### src/rtl/core/lkvc_pkg.sv
package lkvc_pkg;

    // Cache geometry
    localparam int MAX_ENTRIES = 16;
    localparam int KEY_W       = 32;
    localparam int DATA_W      = 32;
    localparam int CAP_W       = 5;
    localparam int AGE_W       = (MAX_ENTRIES > 1) ? $clog2(MAX_ENTRIES) : 1;
    localparam int CNT_W       = $clog2(MAX_ENTRIES + 1);
    localparam int CMP_W       = (CNT_W > CAP_W) ? CNT_W : CAP_W;

    localparam logic [CAP_W-1:0] CAP_RESET = CAP_W'(16);

    // Access kinds
    localparam logic MODE_GET = 1'b0;
    localparam logic MODE_PUT = 1'b1;

    // Result status codes
    typedef enum logic [2:0] {
        ST_HIT   = 3'd0,
        ST_MISS  = 3'd1,
        ST_INSERT = 3'd2,
        ST_EVICT = 3'd3,
        ST_ERROR = 3'd4
    } status_t;

    // Operation broadcast to every cell
    typedef enum logic [1:0] {
        OP_NONE,
        OP_TOUCH,
        OP_INSERT,
        OP_EVICT
    } cell_op_t;

    typedef struct packed {
        logic               mode;
        logic signed [31:0] key;
        logic signed [31:0] value;
    } in_item_t;

    typedef struct packed {
        status_t            status;
        logic signed [31:0] read_value;
    } out_item_t;

    // Command from the controller to all cells
    typedef struct packed {
        cell_op_t           op;
        logic               write_data;
        logic [AGE_W-1:0]   ref_age;
        logic [AGE_W-1:0]   oldest_age;
    } cell_cmd_t;

    // Link passed from one cell to its right neighbor
    typedef struct packed {
        logic               hit_seen;
        logic [DATA_W-1:0]  hit_data;
        logic [AGE_W-1:0]   hit_age;
        logic               free_seen;
    } cell_link_t;

endpackage

### src/rtl/core/lkvc_cell.sv
module lkvc_cell
    import lkvc_pkg::*;
(
    input  logic              aclk,
    input  logic              aresetn,
    input  logic [KEY_W-1:0]  req_key,
    input  logic [DATA_W-1:0] req_value,
    input  cell_cmd_t         cmd,
    input  cell_link_t        link_in,
    output cell_link_t        link_out
);

    logic              valid_reg, valid_next;
    logic [AGE_W-1:0]  age_reg, age_next;
    logic [KEY_W-1:0]  key_reg, key_next;
    logic [DATA_W-1:0] data_reg, data_next;

    logic match;
    logic claim;
    logic oldest;
    logic [AGE_W-1:0] age_inc;

    // Local compare and slot selection
    assign match   = valid_reg && (key_reg == req_key);
    assign claim   = !valid_reg && !link_in.free_seen;
    assign oldest  = valid_reg && (age_reg == cmd.oldest_age);
    assign age_inc = age_reg + AGE_W'(1);

    // Pass hit and free-slot results to the neighbor
    always_comb begin
        link_out.hit_seen  = link_in.hit_seen | match;
        link_out.hit_data  = match ? data_reg : link_in.hit_data;
        link_out.hit_age   = match ? age_reg : link_in.hit_age;
        link_out.free_seen = link_in.free_seen | !valid_reg;
    end

    // Apply the broadcast operation to this entry
    always_comb begin
        valid_next = valid_reg;
        age_next   = age_reg;
        key_next   = key_reg;
        data_next  = data_reg;
        case (cmd.op)
            OP_TOUCH: begin
                if (match) begin
                    age_next = '0;
                    if (cmd.write_data) begin
                        data_next = req_value;
                    end
                end else if (valid_reg && (age_reg < cmd.ref_age)) begin
                    age_next = age_inc;
                end
            end
            OP_INSERT: begin
                if (claim) begin
                    valid_next = 1'b1;
                    age_next   = '0;
                    key_next   = req_key;
                    data_next  = req_value;
                end else if (valid_reg) begin
                    age_next = age_inc;
                end
            end
            OP_EVICT: begin
                if (oldest) begin
                    age_next  = '0;
                    key_next  = req_key;
                    data_next = req_value;
                end else if (valid_reg) begin
                    age_next = age_inc;
                end
            end
            default: begin
            end
        endcase
    end

    // Hold valid and rank
    always_ff @(posedge aclk) begin
        if (!aresetn) begin
            valid_reg <= 1'b0;
            age_reg   <= '0;
        end else begin
            valid_reg <= valid_next;
            age_reg   <= age_next;
        end
    end

    // Hold key and data
    always_ff @(posedge aclk) begin
        key_reg  <= key_next;
        data_reg <= data_next;
    end

endmodule

### src/rtl/core/lru_key_value_cache_core.sv
// Fully associative key/value cache with least-recently-used replacement.
// Input channel (s_valid/s_ready/s_data): one transaction per access, mode
// 0 looks a key up, mode 1 stores a key/value pair. Result channel
// (m_valid/m_ready/m_data): exactly one transaction per access, carrying a
// status and the read value (zero except on a lookup hit).
// Timing: an access accepted in S_IDLE is resolved in S_EXEC in the
// following cycle, where every cell compares its key and the row passes
// hit and free-slot results cell to cell before all cells update
// together; its result then goes into the output register on commit.
// A finished result sits in an output register; a new access is taken
// while it waits. If the receiver still stalls when the next access is
// resolved, that access holds in S_EXEC until the output frees.
// Capacity is written through cfg_wr_en/cfg_wr_data; the user must write
// it only while the cache is idle, which the block does not enforce.
// Values above the entry count saturate, zero fails every access.
// Reset (aresetn low, synchronous): all entries invalid, capacity 16, no
// result pending. Entries need no clearing pass.
module lru_key_value_cache_core
    import lkvc_pkg::*;
(
    input  logic             aclk,
    input  logic             aresetn,
    input  logic             cfg_wr_en,
    input  logic [CAP_W-1:0] cfg_wr_data,
    input  logic             s_valid,
    output logic             s_ready,
    input  in_item_t         s_data,
    output logic             m_valid,
    input  logic             m_ready,
    output out_item_t        m_data
);

    typedef enum logic {
        S_IDLE,
        S_EXEC
    } state_t;

    state_t           state_reg;
    logic [CAP_W-1:0] capacity_reg;
    logic [CNT_W-1:0] fill_count_reg, fill_count_next;
    in_item_t         req_reg;
    logic             m_valid_reg;
    out_item_t        m_data_reg, m_data_next;

    cell_link_t link [MAX_ENTRIES+1];
    cell_cmd_t  cmd;

    logic [CMP_W-1:0] cap_ext;
    logic [CMP_W-1:0] cap_eff;
    logic [CMP_W-1:0] fill_ext;
    logic [CNT_W-1:0] fill_minus;
    logic             out_free;
    logic             commit;

    assign s_ready  = (state_reg == S_IDLE);
    assign m_valid  = m_valid_reg;
    assign m_data   = m_data_reg;
    assign out_free = !m_valid_reg || m_ready;
    assign commit   = (state_reg == S_EXEC) && out_free;

    // Saturate capacity at the entry count
    assign cap_ext  = CMP_W'(capacity_reg);
    assign cap_eff  = (cap_ext > CMP_W'(MAX_ENTRIES)) ? CMP_W'(MAX_ENTRIES) : cap_ext;
    assign fill_ext = CMP_W'(fill_count_reg);
    assign fill_minus = fill_count_reg - CNT_W'(1);

    // Row of cells, results flowing left to right
    assign link[0] = '0;

    for (genvar i = 0; i < MAX_ENTRIES; i++) begin : g_cell
        lkvc_cell u_cell (
            .aclk      (aclk),
            .aresetn   (aresetn),
            .req_key   (req_reg.key),
            .req_value (req_reg.value),
            .cmd       (cmd),
            .link_in   (link[i]),
            .link_out  (link[i+1])
        );
    end

    // Resolve the access and build the cell command
    always_comb begin
        cmd.op          = OP_NONE;
        cmd.write_data  = req_reg.mode;
        cmd.ref_age     = link[MAX_ENTRIES].hit_age;
        cmd.oldest_age  = fill_minus[AGE_W-1:0];
        fill_count_next = fill_count_reg;
        m_data_next.status     = ST_ERROR;
        m_data_next.read_value = '0;
        if (cap_eff == '0) begin
            m_data_next.status = ST_ERROR;
        end else if (link[MAX_ENTRIES].hit_seen) begin
            m_data_next.status = ST_HIT;
            cmd.op = OP_TOUCH;
            if (req_reg.mode == MODE_GET) begin
                m_data_next.read_value = link[MAX_ENTRIES].hit_data;
            end
        end else if (req_reg.mode == MODE_GET) begin
            m_data_next.status = ST_MISS;
        end else if (fill_ext < cap_eff) begin
            m_data_next.status = ST_INSERT;
            cmd.op = OP_INSERT;
            fill_count_next = fill_count_reg + CNT_W'(1);
        end else begin
            m_data_next.status = ST_EVICT;
            cmd.op = OP_EVICT;
        end
        if (!commit) begin
            cmd.op          = OP_NONE;
            fill_count_next = fill_count_reg;
        end
    end

    // State, request, fill count and result register
    always_ff @(posedge aclk) begin
        if (!aresetn) begin
            state_reg      <= S_IDLE;
            capacity_reg   <= CAP_RESET;
            fill_count_reg <= '0;
            m_valid_reg    <= 1'b0;
        end else begin
            if (cfg_wr_en) begin
                capacity_reg <= cfg_wr_data;
            end
            fill_count_reg <= fill_count_next;
            case (state_reg)
                S_IDLE: begin
                    if (s_valid) begin
                        req_reg   <= s_data;
                        state_reg <= S_EXEC;
                    end
                end
                S_EXEC: begin
                    if (commit) begin
                        state_reg <= S_IDLE;
                    end
                end
                default: begin
                    state_reg <= S_IDLE;
                end
            endcase
            if (commit) begin
                m_valid_reg <= 1'b1;
                m_data_reg  <= m_data_next;
            end else if (m_ready) begin
                m_valid_reg <= 1'b0;
            end
        end
    end

endmodule
### config.mk
export PLATFORM = sky130hd
export DESIGN_NAME = lru_key_value_cache_core
export DESIGN_NICKNAME = d
export VERILOG_FILES = /design/src/rtl/core/lkvc_pkg.sv /design/src/rtl/core/lkvc_cell.sv /design/src/rtl/core/lru_key_value_cache_core.sv
export SDC_FILE = /design/constraint.sdc
export NUM_CORES = 2
export LEC_CHECK = 0
export BUFFER_PORTS_ARGS = -buffer_cell sky130_fd_sc_hd__clkbuf_2
export CORE_MARGIN = 2
export CORE_UTILIZATION = 55
export DETAILED_ROUTE_END_ITERATION = 10
export PLACE_DENSITY = 0.71
export SLEW_MARGIN = 40
export SYNTH_ARGS = -nofsm -noshare
export SYNTH_HDL_FRONTEND = slang
export SYNTH_SLANG_ARGS = --single-unit
### constraint.sdc
create_clock -name aclk -period 17.8 [get_ports aclk]
set_clock_uncertainty 0.15 [all_clocks]
set_input_delay 3.56 -clock aclk [delete_from_list [all_inputs] [get_ports aclk]]
set_output_delay 3.56 -clock aclk [all_outputs]
set_load 0.02 [all_outputs]
==> impl_metrics.py <==
metrics = {
    "die": {
        "num_rows": 115,
        "dieArea_um2": 101000,
        "core-area_um2": 98100,
        "die_y_um": 318,
        "die_x_um": 318,
        "io_pins": 112,
        "initial_core_util": 0.554,
    },
    "sta": {
        "setup_ws_ns": 10.85,
        "period_share": 0.390,
        "setup-tns-final_ns": 0,
        "hold-worst-slack_ns": 0.366,
        "fmax_mhz": 144,
        "hold_violations": 0,
        "worstMarginPinSlew_ns": 0.827,
        "slew_violations": 0,
        "rsz0062_at_grt": "no",
        "min_period_ns": 6.95,
        "setup_viol": 0,
        "slew_headroom": 0.445,
    },
    "flow_run": {
        "max-cap-violations": 0,
    },
    "placed_design": {
        "routabilityCongestion": 0.941,
        "hpwl_um": 88100,
        "numPortBuffers": 111,
        "placed_area_um2": 57000,
        "preCtsSetupSlack_ns": 10.74,
    },
    "synth": {
        "ys_types": 86,
        "async_flop_share": 0,
        "synth_area_leaders": "edfxtp_1, xor2_1, xnor2_1",
        "synth-main-ff-cell": "edfxtp_1",
        "yosys_warnings": 0,
        "synth_edf_count": 1124,
        "synthCells": 4133,
        "synth.top_cell.area_share": 0.621,
        "syn-num-nets": 4278,
        "synth_area_leader_cell": "edfxtp_1",
        "synth-seq-cells": 1216,
        "synth_area_um2": 54400,
        "yosysSeqAreaShare": 0.655,
        "avgSynthCellArea_um2": 13.2,
    },
    "cts": {
        "cts_root_buffer": "clkbuf_16",
        "clk_latency_ns": 0.72,
        "cts_tree": "built",
        "cts_buffers": 117,
        "clock-sinks": 1216,
        "cts_htree_levels": 3,
        "clock_path_buffers": 3,
        "cts-hold-fix-buffers": 0,
        "cts.clk_slew.worst_paths_ns": 0.06,
        "post_cts_resize_count": 0,
        "cts_setup_buffers": 0,
    },
    "cells_and_area": {
        "mostFrequentLayoutCell": "edfxtp_1",
        "nets": 4417,
        "fillers": 7407,
        "design_area_um2": 60800,
        "layout_common_cells": "edfxtp_1, xor2_1, xnor2_1",
        "drive_above_1_share": 0.129,
        "areaGrowthSynthToFinish_pct": 11.8,
    },
    "pwr": {
        "total_power_uw": 5890,
        "ir_worst_vdd_mv": 0.0905,
        "power.density_nw_per_um2": 96.8,
        "leakage_uw": 0.0204,
    },
    "global_route": {
        "grt_pass1_wl_um": 215000,
        "gr-total-overflow": 0,
        "grt_max_degree": 84,
        "grt_pass1_vias": 34263,
        "antenna_found_initial": 1,
        "gr-usage-all-layers": 0.282,
    },
    "detailed_routing": {
        "via_count": 35739,
        "drtIter0Drc": 4233,
        "dr.pass1.iters": 5,
        "antenna_left": 0,
        "drcViolationCount": 0,
        "wl_um": 144000,
        "via_per_inst": 6.32,
        "wire_per_inst_um": 25.5,
    },
    "min_path": {
        "hp-class": "reg -> reg",
    },
    "critical_path": {
        "critPathMostFrequentCell": "o21ai_0",
        "cp.required_ns": 18.22,
        "cp_num_buf_inv": 2,
        "worst_ep_arrival_time_ns": 7.37,
        "cpPeakStageDelay_ns": 0.89,
        "worst_path_max_delay_cell": "or4_2",
        "critPathKind": "reg -> reg",
        "cp_max_fo": 23,
        "cp-start-kind": "flip-flop",
        "end_kind": "flip-flop",
        "path_delay_family": "compound AO/OA/AOI/OAI gates",
        "crit_path_cell_trace": "buf_4, xor2_1, nor4_1, nand4_1, or4_2, nand3_1, o21ai_0, mux2_2, mux2_2, mux2i_1, o21ai_0, a311o_1, a31oi_2, buf_4, ha_1, o31a_1, o21a_1, o21ai_0, a221oi_1, o21ai_1, o211ai_1, o21ai_0, nor2_1",
    },
    "outcome": {
        "status": "completed",
    },
}
synth_stat cells, drive strengths merged, types with 19 or more instances:
| cell type | number |
|---|---|
| nand4 | 109 |
| buf | 97 |
| a31oi | 45 |
| clkbuf | 137 |
| a221oi | 31 |
| nand2 | 213 |
| edfxtp | 1124 |
| nor3 | 74 |
| o21ai | 219 |
| a211o | 20 |
| mux2 | 39 |
| o221ai | 31 |
| a211oi | 19 |
| nor2 | 262 |
| o21a | 29 |
| nand2b | 25 |
| nand3 | 131 |
| mux2i | 46 |
| dfxtp | 92 |
| or4 | 24 |
| ha | 70 |
| a21oi | 219 |
| and3 | 43 |
| xnor2 | 245 |
| inv | 92 |
| xor2 | 331 |
| nor4 | 133 |
power breakdown:
part,switching [uW],total (uW),internal [uW]
Sequential,31.6,3200,3170
Combinational,172,245,73.0
Clock,1060,2440,1380
per-stage QoR:
stage,cells,utilization
3_5_place_dp,5438,0.581
3_3_place_gp,5428,0.578
5_1_grt,5655,0.620
6_report,5656,0.620
2_1_floorplan,4133,-
4_1_cts,5653,0.619
final cells by class:
cell class,count,area (um^2),area share
repair buffers,254,1800,0.0296
well taps,1287,1610,0.0265
clock inverters,55,517,0.00850
inverters,93,349,0.00574
diodes,1,2.50,0.0000411
flip-flops and latches,1216,35600,0.585
multi-input cells,2590,17700,0.291
clock buffers,160,3240,0.0533
layer usage:
metal | routed length (um) | global-route usage
met1 | 60500 | 0.403
met2 | 65000 | 0.437
met3 | 13600 | 0.0497
met4 | 5010 | 0.0985
met5 | 12 | 0
worst paths after layout:
path	start	end	slack [ns]	cells after the start
setup reg to reg	req_reg[45]	g_cell[10].u_cell.age_reg[3]	10.85	23
hold reg to reg	cap_ext[1]	cap_ext[1]	0.37	2
hold / removal	cap_ext[1]	cap_ext[1]	0.37	2
setup / recovery	req_reg[45]	g_cell[10].u_cell.age_reg[3]	10.85	23
cell families after synthesis:
kind of cell	count (synthesis)	synth area share
buf+inv	327	0.0271
simple gates	1121	0.107
mux	85	0.0165
flops	1216	0.655
fa+ha+maj	70	0.0161
xor+xnor	576	0.0928
compound gates	738	0.0861
worst min-delay path, delay by kind of cell (launching register included):
kind	cells	cell delay, ns
DFF	1	0.34
and+or+nand+nor	1	0.07
muxes	1	0.07
Power figures use the tool's default switching activity.
